## src/sv/assert_macros.svh

```systemverilog
// Assertion helpers shared by the RTL.
`ifndef ASSERT_MACROS_SVH
`define ASSERT_MACROS_SVH

// Checked on every rising clk edge, masked while rst_n is low.
`define ASSERT_CLK(label, prop, msg) \
    label: assert property (@(posedge clk) disable iff (!rst_n) prop) else $error(msg);

// Checked on every rising clk edge, reset included.
`define ASSERT_ALWAYS(label, prop, msg) \
    label: assert property (@(posedge clk) prop) else $error(msg);

`endif

```

## src/sv/tlpq_pkg.sv

```systemverilog
package tlpq_pkg;

    localparam int DEPTH       = 16;
    localparam int DATA_WIDTH  = 32;
    localparam int NUM_LEVELS  = 3;

    localparam int PTR_W = (DEPTH > 1) ? $clog2(DEPTH) : 1;
    localparam int CNT_W = $clog2(DEPTH + 1);
    localparam int SUM_W = CNT_W + 1;
    localparam int Q_W   = $clog2(NUM_LEVELS);

    localparam int IN_TDATA_W  = 40;
    localparam int OUT_TDATA_W = 40;

    localparam logic ACT_ENQ = 1'b0;
    localparam logic ACT_DEQ = 1'b1;

    typedef logic [1:0] status_t;
    localparam status_t ST_OK       = 2'd0;
    localparam status_t ST_FULL     = 2'd1;
    localparam status_t ST_EMPTY    = 2'd2;
    localparam status_t ST_BADLEVEL = 2'd3;

    typedef logic [DATA_WIDTH-1:0] word_t;

    typedef struct packed {
        logic item_load;
        logic exec;
        logic result_load;
    } dp_cmd_t;

    typedef struct packed {
        logic out_valid;
    } dp_stat_t;

    // Sign-extend or truncate a stored word to the 32-bit output field.
    function automatic logic [31:0] to_out32(word_t w);
        logic signed [DATA_WIDTH-1:0] sw;
        sw = $signed(w);
        return 32'(sw);
    endfunction

endpackage

```

## src/sv/three_level_priority_queue_unit.sv

```systemverilog
// Channel   Direction  Transaction
// s_*       in         one enqueue or dequeue request
// m_*       out        one result (status, word, level) per request
//
// Each request passes through accept, queue update with store read, and result load.
// The sequence is set by the controller around the registered store read.
// A new request is taken while the previous result still waits on m_*.
// A stalled m_tready holds the result and blocks the next result load, and so further requests.
// rst_n (async, active low) empties all queues; no clearing pass is needed.
`include "assert_macros.svh"

module three_level_priority_queue_unit (
    input  logic                               clk,
    input  logic                               rst_n,
    input  logic                               s_tvalid,
    output logic                               s_tready,
    input  logic [tlpq_pkg::IN_TDATA_W-1:0]    s_tdata,   // [31:0] data_in, [33:32] level,
                                                          // [39:34] zero
    input  logic                               s_tuser,   // [0] action
    output logic                               m_tvalid,
    input  logic                               m_tready,
    output logic [tlpq_pkg::OUT_TDATA_W-1:0]   m_tdata,   // [31:0] data_out,
                                                          // [33:32] served_level, [39:34] zero
    output logic [1:0]                         m_tuser    // [1:0] status
);
    import tlpq_pkg::*;

    dp_cmd_t     cmd;
    dp_stat_t    stat;
    logic [31:0] out_data;
    logic [1:0]  out_served;

    tlpq_ctrl u_ctrl (
        .clk      (clk),
        .rst_n    (rst_n),
        .s_tvalid (s_tvalid),
        .s_tready (s_tready),
        .m_tready (m_tready),
        .stat     (stat),
        .cmd      (cmd)
    );

    tlpq_datapath u_datapath (
        .clk        (clk),
        .rst_n      (rst_n),
        .cmd        (cmd),
        .stat       (stat),
        .in_action  (s_tuser),
        .in_data    (s_tdata[31:0]),
        .in_level   (s_tdata[33:32]),
        .m_tready   (m_tready),
        .out_status (m_tuser),
        .out_data   (out_data),
        .out_served (out_served)
    );

    assign m_tvalid = stat.out_valid;
    assign m_tdata  = {6'd0, out_served, out_data};

    `ASSERT_CLK(a_one_in_flight, (s_tvalid && s_tready) |=> !s_tready, "early second request")
    `ASSERT_CLK(a_no_overwrite, cmd.result_load |-> (!m_tvalid || m_tready), "result overwritten")
    `ASSERT_CLK(a_fail_no_data, (m_tvalid && m_tuser != ST_OK) |-> (m_tdata == '0), "fail data")
    `ASSERT_ALWAYS(a_cmd_onehot, $onehot0(cmd), "overlapping datapath commands")

endmodule

```

## src/sv/tlpq_ctrl.sv

```systemverilog
module tlpq_ctrl (
    input  logic               clk,
    input  logic               rst_n,
    input  logic               s_tvalid,
    output logic               s_tready,
    input  logic               m_tready,
    input  tlpq_pkg::dp_stat_t stat,
    output tlpq_pkg::dp_cmd_t  cmd
);
    import tlpq_pkg::*;

    localparam logic [1:0] S_IDLE = 2'd0;
    localparam logic [1:0] S_EXEC = 2'd1;
    localparam logic [1:0] S_LOAD = 2'd2;

    logic [1:0] state_reg;
    logic [1:0] state_next;
    logic       out_free;

    assign out_free = !stat.out_valid || m_tready;
    assign s_tready = (state_reg == S_IDLE);

    always_comb
    begin
        state_next      = state_reg;
        cmd.item_load   = 1'b0;
        cmd.exec        = 1'b0;
        cmd.result_load = 1'b0;
        unique case (state_reg)
            S_IDLE:
            begin
                if (s_tvalid)
                begin
                    cmd.item_load = 1'b1;
                    state_next    = S_EXEC;
                end
            end
            S_EXEC:
            begin
                cmd.exec   = 1'b1;
                state_next = S_LOAD;
            end
            S_LOAD:
            begin
                // wait for the output register to drain
                if (out_free)
                begin
                    cmd.result_load = 1'b1;
                    state_next      = S_IDLE;
                end
            end
            default:
            begin
                state_next = S_IDLE;
            end
        endcase
    end

    always_ff @(posedge clk or negedge rst_n)
    begin
        if (!rst_n)
        begin
            state_reg <= S_IDLE;
        end
        else
        begin
            state_reg <= state_next;
        end
    end

endmodule

```

## src/sv/tlpq_datapath.sv

```systemverilog
module tlpq_datapath (
    input  logic                clk,
    input  logic                rst_n,
    input  tlpq_pkg::dp_cmd_t   cmd,
    output tlpq_pkg::dp_stat_t  stat,
    input  logic                in_action,
    input  logic [31:0]         in_data,
    input  logic [1:0]          in_level,
    input  logic                m_tready,
    output tlpq_pkg::status_t   out_status,
    output logic [31:0]         out_data,
    output logic [1:0]          out_served
);
    import tlpq_pkg::*;

    // accepted item
    logic        action_reg;
    word_t       data_reg;
    logic [1:0]  level_reg;

    // queue state
    word_t             mem [NUM_LEVELS][DEPTH];
    logic [PTR_W-1:0]  head_reg  [NUM_LEVELS];
    logic [CNT_W-1:0]  count_reg [NUM_LEVELS];

    // result staging
    status_t     res_status_reg;
    logic [1:0]  res_served_reg;
    logic        res_deq_reg;
    word_t       rd_data_reg;

    // output register
    logic        out_valid_reg;
    status_t     out_status_reg;
    logic [31:0] out_data_reg;
    logic [1:0]  out_served_reg;

    logic [Q_W-1:0]   q_sel;
    logic             deq_found;
    logic             enq_ok;
    logic             deq_ok;
    status_t          status_c;
    logic [1:0]       served_c;
    logic [PTR_W-1:0] head_c;
    logic [CNT_W-1:0] count_c;
    logic [PTR_W-1:0] head_inc;
    logic [SUM_W-1:0] tail_sum;
    logic [PTR_W-1:0] tail_c;

    always_comb
    begin
        deq_found = 1'b1;
        priority if (count_reg[0] != '0)
            q_sel = Q_W'(0);
        else if (count_reg[1] != '0)
            q_sel = Q_W'(1);
        else if (count_reg[2] != '0)
            q_sel = Q_W'(2);
        else
        begin
            q_sel     = Q_W'(0);
            deq_found = 1'b0;
        end
        if (action_reg == ACT_ENQ)
        begin
            q_sel = (level_reg == 2'd0) ? Q_W'(0) : Q_W'(level_reg - 2'd1);
        end
    end

    assign head_c   = head_reg[q_sel];
    assign count_c  = count_reg[q_sel];
    assign head_inc = (head_c == PTR_W'(DEPTH - 1)) ? '0 : head_c + PTR_W'(1);
    assign tail_sum = SUM_W'(head_c) + SUM_W'(count_c);
    assign tail_c   = (tail_sum >= SUM_W'(DEPTH)) ? PTR_W'(tail_sum - SUM_W'(DEPTH))
                                                  : PTR_W'(tail_sum);

    always_comb
    begin
        enq_ok   = 1'b0;
        deq_ok   = 1'b0;
        status_c = ST_OK;
        served_c = 2'd0;
        if (action_reg == ACT_ENQ)
        begin
            priority if (level_reg == 2'd0)
                status_c = ST_BADLEVEL;
            else if (count_c == CNT_W'(DEPTH))
                status_c = ST_FULL;
            else
            begin
                enq_ok   = 1'b1;
                served_c = level_reg;
            end
        end
        else
        begin
            if (!deq_found)
                status_c = ST_EMPTY;
            else
            begin
                deq_ok   = 1'b1;
                served_c = 2'(q_sel) + 2'd1;
            end
        end
    end

    always_ff @(posedge clk)
    begin
        if (cmd.item_load)
        begin
            action_reg <= in_action;
            data_reg   <= DATA_WIDTH'($unsigned(in_data));
            level_reg  <= in_level;
        end
        if (cmd.exec)
        begin
            res_status_reg <= status_c;
            res_served_reg <= served_c;
            res_deq_reg    <= deq_ok;
        end
        if (cmd.result_load)
        begin
            out_status_reg <= res_status_reg;
            out_served_reg <= res_served_reg;
            out_data_reg   <= res_deq_reg ? to_out32(rd_data_reg) : 32'd0;
        end
    end

    always_ff @(posedge clk)
    begin
        if (cmd.exec && enq_ok)
        begin
            mem[q_sel][tail_c] <= data_reg;
        end
        if (cmd.exec)
        begin
            rd_data_reg <= mem[q_sel][head_c];
        end
    end

    always_ff @(posedge clk or negedge rst_n)
    begin
        if (!rst_n)
        begin
            for (int i = 0; i < NUM_LEVELS; i++)
            begin
                head_reg[i]  <= '0;
                count_reg[i] <= '0;
            end
            out_valid_reg <= 1'b0;
        end
        else
        begin
            if (cmd.exec && enq_ok)
            begin
                count_reg[q_sel] <= count_c + CNT_W'(1);
            end
            else if (cmd.exec && deq_ok)
            begin
                count_reg[q_sel] <= count_c - CNT_W'(1);
                head_reg[q_sel]  <= head_inc;
            end
            if (cmd.result_load)
                out_valid_reg <= 1'b1;
            else if (m_tready)
                out_valid_reg <= 1'b0;
        end
    end

    assign stat.out_valid = out_valid_reg;
    assign out_status     = out_status_reg;
    assign out_data       = out_data_reg;
    assign out_served     = out_served_reg;

endmodule

```

## config.mk

```make
export PLATFORM = sky130hd
export DESIGN_NAME = three_level_priority_queue_unit
export DESIGN_NICKNAME = d
export VERILOG_FILES = /design/src/sv/tlpq_pkg.sv /design/src/sv/three_level_priority_queue_unit.sv /design/src/sv/tlpq_ctrl.sv /design/src/sv/tlpq_datapath.sv
export VERILOG_INCLUDE_DIRS = /design/src /design/src/sv
export SDC_FILE = /design/constraint.sdc
export NUM_CORES = 2
export LEC_CHECK = 0
export BUFFER_PORTS_ARGS = -buffer_cell sky130_fd_sc_hd__buf_2
export CORE_MARGIN = 5
export CORE_UTILIZATION = 60
export CTS_CLUSTER_DIAMETER = 150
export DETAILED_ROUTE_END_ITERATION = 8
export PLACE_DENSITY = 0.83
export SLEW_MARGIN = 10
export SYNTH_ARGS = -nofsm -noshare
export SYNTH_HDL_FRONTEND = slang
export SYNTH_SLANG_ARGS = --single-unit
```

## constraint.sdc

```tcl
create_clock -name clk -period 6.3 [get_ports clk]
set_input_delay 1.575 -clock clk [delete_from_list [all_inputs] [get_ports clk]]
set_output_delay 1.575 -clock clk [all_outputs]
set_load 0.05 [all_outputs]
```

# Word-level counts from Yosys, hierarchy flattened
# Memories as Yosys holds them, arrays and structs flattened.
# Index checks and enable logic that the tools add are counted.
[op_classes]
bitwise = 4
n_eq_ne = 6
n_mux = 55
addsub = 7
reduce_logical = 15
magnitude_cmp = 6
[op_table]
columns = ["cell", "n"]
rows = [
  ["two-way mux 512 bit", 1],
  ["binary-select mux 32 bit (select 4 bit)", 1],
  ["demux 32 bit (select 4 bit)", 1],
  ["two-way mux 32 bit", 3],
  ["bitwise mux 15 bit", 2],
  ["two-way mux 15 bit", 2],
  ["two-way mux 2 bit", 14],
  ["two-way mux 4 bit", 5],
  ["two-way mux 1 bit", 17],
  ["two-way mux 5 bit", 3],
  ["nonzero test 5 bit", 3],
  ["bitwise mux 12 bit", 1],
  ["binary-select mux 5 bit (select 2 bit)", 1],
  ["demux 5 bit (select 2 bit)", 1],
  [">= comparator 5 bit, second input constant", 2],
  ["NOT 4 -> 5 bit", 2],
  ["binary-select mux 4 bit (select 2 bit)", 1],
  ["demux 4 bit (select 2 bit)", 1],
  ["adder 4 x 5 -> 6 bit", 1],
  [">= comparator 6 x 5 -> 1 bit, second input constant", 1],
  ["case mux 2 bit (3 select lines)", 1],
  ["adder 5 x 1 -> 5 bit, second input constant", 1],
  ["== test 5 bit, second input constant", 1],
  ["less-than comparator 5 x 1 -> 1 bit, second input constant", 1],
  ["other kinds (20)", 26],
]
[word_totals]
ramBits = 1536
out_inout_bits = 44
word_cells = 112
memories = 1
in_bits = 45
ff_bits = 138
[memory_table]
columns = ["memory", "depth", "word_bits", "rd", "rd_ports_with_merged_regs", "wr", "line", "rtl"]
rows = [
  ["u_datapath.mem", 3, 512, 1, 0, 1, "tlpq_datapath.sv:22", "word_t mem [NUM_LEVELS][DEPTH];"],
]

# Depth between registers and ports, before layout
[logic_depth]
word_depth = 18
mapped_depth = 16
ltp_nobuf = 12

# Modules after synthesis
# From an unflattened synthesis, not the netlist that was laid out.
[unflattened]
hier_cells = 4251
hier_area_um2 = 66493.8
[by_module_without_submodules]
columns = ["mod", "seq_area_each_um2", "area_per_inst_um2", "cells_each", "instances"]
rows = [
  ["tlpq_datapath", 50068.0, 66341.1, 4234, 1],
  ["tlpq_ctrl", 50.0, 103.8, 10, 1],
  ["three_level_priority_queue_unit", 0.0, 48.8, 7, 1],
]

# Least setup slack after synthesis
# OpenSTA, ideal clock, no wires.
[synth_path]
kind = "reg-to-reg"
startpoint = "reg u_datapath.count_reg[7] (netlist name)"
endpoint = "mem u_datapath.mem[0][128] (netlist name) (enable)"
arrival_ns = 5.370
path_stages_with_launch = 17
setup_slack_ns = 0.498
setup_time_ns = 0.432
synth_period_minus_slack_ns = 5.802
t_required_ns = 5.868
path_buffers = 5
path_cell_list = "dfrtp_1 -> or4_1 -> clkbuf_1 -> or2_0 -> o31a_1 -> buf_4 -> mux2i_4 -> inv_2 -> buf_2 -> clkbuf_1 -> clkbuf_1 -> ha_1 -> ha_1 -> a31oi_1 -> xor2_1 -> nand4_1 -> a21oi_1"
[synth_via]
elab_chain_len = 17
elab_cells_between_ends = 28
classes_between = "2 x add/sub; 3 x order compare; 1 x eq/ne; 17 x mux; 2 x bitwise; 3 x reduce/logical"
[synth_lines]
columns = ["element", "line", "rtl"]
rows = [
  ["start: declaration", "tlpq_datapath.sv:24", "logic [CNT_W-1:0] count_reg [NUM_LEVELS];"],
  ["start signal: indexed assignment", "tlpq_datapath.sv:156", "count_reg[q_sel] <= count_c + CNT_W'(1);"],
  ["start signal: indexed assignment", "tlpq_datapath.sv:160", "count_reg[q_sel] <= count_c - CNT_W'(1);"],
  ["nonzero test 5 bit", "tlpq_datapath.sv:55", "else if (count_reg[1] != '0)"],
  ["two-way mux 2 bit", "tlpq_datapath.sv:55", ""],
  ["two-way mux 2 bit", "tlpq_datapath.sv:53", "priority if (count_reg[0] != '0)"],
  ["two-way mux 2 bit", "tlpq_datapath.sv:64", "if (action_reg == ACT_ENQ)"],
  ["NOT 2 -> 3 bit (implied by the code)", "tlpq_datapath.sv:70, tlpq_datapath.sv:71", ""],
  ["binary-select mux 4 bit (select 2 bit) / binary-select mux 5 bit (select 2 bit) (equally long branches)", "tlpq_datapath.sv:70, tlpq_datapath.sv:71", ""],
  ["two-way mux 4 bit (implied by the code) / two-way mux 5 bit (equally long branches) (2 in a row)", "tlpq_datapath.sv:70, tlpq_datapath.sv:71", ""],
  ["adder 4 x 5 -> 6 bit", "tlpq_datapath.sv:73", "assign tail_sum = SUM_W'(head_c) + SUM_W'(count_c);"],
  [">= comparator 6 x 5 -> 1 bit / subtractor 4 x 1 -> 4 bit (equally long branches)", "tlpq_datapath.sv:74", "assign tail_c = (tail_sum >= SUM_W'(DEPTH)) ? PTR_W'(tail_sum - SUM_W'(DEPTH))"],
  ["two-way mux 4 bit", "tlpq_datapath.sv:74", ""],
  ["NOT 4 -> 5 bit (implied by the code)", "tlpq_datapath.sv:133", "mem[q_sel][tail_c] <= data_reg;"],
  [">= comparator 5 bit (implied by the code) / less-than comparator 5 x 1 -> 1 bit (equally long branches)", "tlpq_datapath.sv:133", ""],
  ["logical AND 1 bit (implied by the code)", "tlpq_datapath.sv:133", ""],
  ["two-way mux 32 bit (implied by the code)", "tlpq_datapath.sv:133", ""],
  ["demux 32 bit (select 4 bit)", "tlpq_datapath.sv:133", ""],
  ["two-way mux 512 bit (implied by the code)", "tlpq_datapath.sv:133", ""],
  ["end: declaration", "tlpq_datapath.sv:22", ""],
]
# Parallel ways exist; a longest one is shown, timed or not. The select of a mux whose other input is x is not followed.

# Final worst setup path
[layout_path]
startpoint = "reg u_datapath.count_reg[6] (netlist name)"
endpoint = "mem u_datapath.mem[0][174] (netlist name) (enable)"
# The elaborated chain is that of the path after synthesis.

==> impl_metrics.env <==
export IMPL_status="finished clean"
export IMPL_rsz0062_at_grt="false"
export IMPL_cts_sinks=1674
export IMPL_first_global_vias=39100
export IMPL_internal_power_mw=20.7
export IMPL_finalCritPeriodShare_pct=96.3
export IMPL_core_area_um2=109000
export IMPL_max_freq_mhz=165
export IMPL_tightest_slew_ns=1.25
export IMPL_synthCells=4093
export IMPL_worstSetupEndpoint="u_datapath.mem[0][174]"
export IMPL_switchingPower_mw=9.78
export IMPL_power_density_nw_per_um2=413
export IMPL_synthTopCellsByCount="1644 x edfxtp_1, 346 x nand2_1, 299 x mux2i_1, 218 x clkbuf_1, 207 x nor2_1"
export IMPL_overflow=0
export IMPL_critical_path_class="register to register"
export IMPL_path_max_fanout=17
export IMPL_p_sw_share_pct=32.1
export IMPL_pwr_share_seq_pct=44.1
export IMPL_drive_gt1_share_pct=14.2
export IMPL_synth_ff_type="edfxtp_1"
export IMPL_grt_max_degree=120
export IMPL_wl_met3_mm=23.1
export IMPL_ys_types=67
export IMPL_slew_headroom_pct=16.3
export IMPL_syn_area_um2=65700
export IMPL_synthMuxAreaShare_pct=6.63
export IMPL_die_x_um=341
export IMPL_clk_latency_ns=0.78
export IMPL_cp_arrival_ns=6.52
export IMPL_die_h_um=341
export IMPL_synth_warning_count=0
export IMPL_regMostFlops="u_datapath.mem"
export IMPL_worst_slack_ns=0.233
export IMPL_drt_iter0_drc=6549
export IMPL_p_leak_nw=24.3
export IMPL_clk_path_buf_depth=3
export IMPL_synth_top_area_share_pct=75.1
export IMPL_top_layer="met5"
export IMPL_r2r_cells=13
export IMPL_avgSynthCellArea_um2=16.1
export IMPL_r2r_start="u_datapath.count_reg[6]"
export IMPL_drcViolationCount=0
export IMPL_cts_resized=0
export IMPL_cp_required_ns=6.75
export IMPL_hold_buffers=0
export IMPL_grt_pass1_wl_mm=248
export IMPL_vdd_ir_drop_max_mv=0.443
export IMPL_antenna_found_initial=5
export IMPL_cts_buffers=161
export IMPL_cp_startpoint="u_datapath.count_reg[6]"
export IMPL_yosys_area_share_xor_xnor_pct=0.0781
export IMPL_setup_tns_ns=0
export IMPL_setup_viol=0
export IMPL_vias=39500
export IMPL_post_synth_top_count_cell="edfxtp_1"
export IMPL_synth_compound_area_share_pct=9.94
export IMPL_ios=89
export IMPL_maxCapViolations=0
export IMPL_m1WireLength_mm=59.6
export IMPL_place_ws_ns=0.472
export IMPL_seq_area_frac_synth_pct=76.3
export IMPL_r2r_end="u_datapath.mem[0][174]"
export IMPL_place_congestion=0.853
export IMPL_final_antenna_net_count=0
export IMPL_fin_skew_ns=0.0434
export IMPL_row_count=121
export IMPL_initial_core_util_pct=60.4
export IMPL_hold_viol=0
export IMPL_drv_slew=0
export IMPL_period_needed_ns=6.07
export IMPL_clk_pin_slew_worst_paths_ns=0.06
export IMPL_cts_tree="done"
export IMPL_clockPowerShare_pct=30.5
export IMPL_route_met2_wl_mm=78.0
export IMPL_io_buffers=76
export IMPL_htree_levels=4
export IMPL_grt_use_total_pct=28.6
export IMPL_async_reset_ff_share_pct=1.79
export IMPL_critPathLaunchType="register"
export IMPL_yosys_area_share_simple_pct=5.11
export IMPL_synth_top_cell_by_area="edfxtp_1"
export IMPL_largest_reg_flops=1536
export IMPL_synth_edf_count=1644
export IMPL_synthTopCellsByArea="edfxtp_1 75%, mux2i_1 4.6%, nand2_1 2.0%, a311oi_1 1.7%, mux2_2 1.6%"
export IMPL_dpl_hpwl_mm=90.4
export IMPL_synthAdderAreaFrac_pct=0.152
export IMPL_routedWlPerCell_um=29.4
export IMPL_crit_path_end_kind="register"
export IMPL_ys_ff_latch=1674
export IMPL_p_comb_share_pct=25.5
export IMPL_final_nets=4266
export IMPL_hp_class="register to register"
export IMPL_clockRootBuffer="clkbuf_16"
export IMPL_synth_top_family_by_area="compound AO/OA/AOI/OAI gates"
export IMPL_dieArea_um2=116000
export IMPL_wl_mm=169
export IMPL_cts_setup_buffers=0
export IMPL_vias_per_cell=6.87
export IMPL_areaGrowthSynthToFinish_pct=12.4
export IMPL_dr_pass1_iters=6
export IMPL_r2r_slack_ns=0.23
==> power by group through the flow <==
stage | clock [mW] | combinational [mW] | sequential (mW)
floorplan | 0 | 4.67 | 13.7
global placement | 0 | 7.24 | 13.6
detailed placement | 0 | 7.48 | 13.6
CTS | 9.34 | 7.57 | 13.4
global route | 9.82 | 8.12 | 13.4
finish | 9.29 | 7.76 | 13.4
==> critical path, cell delays in order (launching register included) <==
cell and delay (ns):
dfrtp_1 0.40, or4_1 0.66, or2_0 0.28, o31a_2 0.50, mux2_2 0.46, inv_1 0.20
a21oi_1 0.11, or2_2 0.33, ha_1 0.21, a31oi_1 0.29, xor2_1 0.35, nand3_1 0.59
a21oi_4 0.99, buf_4 0.36
==> routing by layer <==
layer,track usage (%),vias up
li1,-,16500
met1,37.9,19500
met2,44.3,3069
met3,8.27,519
met4,13.6,4
met5,0,-
==> cell families after synthesis <==
kind of cell / Yosys count
flops: 1674
compound gates: 918
simple gates: 776
mux: 418
buf+inv: 293
fa+ha+maj: 8
xor+xnor: 5
other cells: 1
==> area by class of cell <==
cell class	instances	area, um^2
flip-flops and latches	1674	50100
fillers	6430	35000
multi-input cells	2131	15100
clock buffers	207	4290
well taps	1414	1770
repair buffers	227	1730
clock inverters	83	771
inverters	18	85.1
diodes	1	2.50
==> how the worst min path moves through the flow <==
stage	start	end	cells after the start
floorplan	u_datapath.res_served_reg[0]	u_datapath.out_served[0]	0
global placement	u_datapath.res_served_reg[1]	u_datapath.out_served[1]	0
detailed placement	u_datapath.res_status_reg[0]	u_datapath.out_status[0]	0
CTS	u_datapath.res_status_reg[0]	u_datapath.out_status[0]	0
global route	u_datapath.res_served_reg[1]	u_datapath.out_served[1]	0
finish	u_datapath.res_status_reg[0]	u_datapath.out_status[0]	0
==> cell usage in the layout (no fill, tap or decap), types with 37 or more instances in the layout <==
cell type,instances
clkbuf_1,42
o21ai_0,128
a21oi_1,140
nand2_1,345
a211oi_1,131
buf_4,134
buf_2,76
nor3_1,65
clkbuf_16,165
nand3_1,51
a22oi_1,37
mux2i_1,298
a311oi_1,127
nor2_1,202
mux2_2,96
and2_1,37
a21oi_4,49
edfxtp_1,1644
==> through the flow <==
stage | std cells | power [mW] | area (um^2) | hold slack [ns] | util, %
5_1_grt | 5754 | 31.4 | 73800 | 0.431 | 67.8
2_1_floorplan | 4098 | 18.4 | 65700 | 0.400 | -
3_5_place_dp | 5463 | 21.1 | 68700 | 0.405 | 63.1
3_3_place_gp | 5463 | 20.8 | 68700 | 0.401 | 63.1
4_1_cts | 5753 | 30.3 | 73800 | 0.420 | 67.8
6_report | 5755 | 30.5 | 73800 | 0.419 | 67.8
No activity file was read; power rests on OpenSTA's default activity.
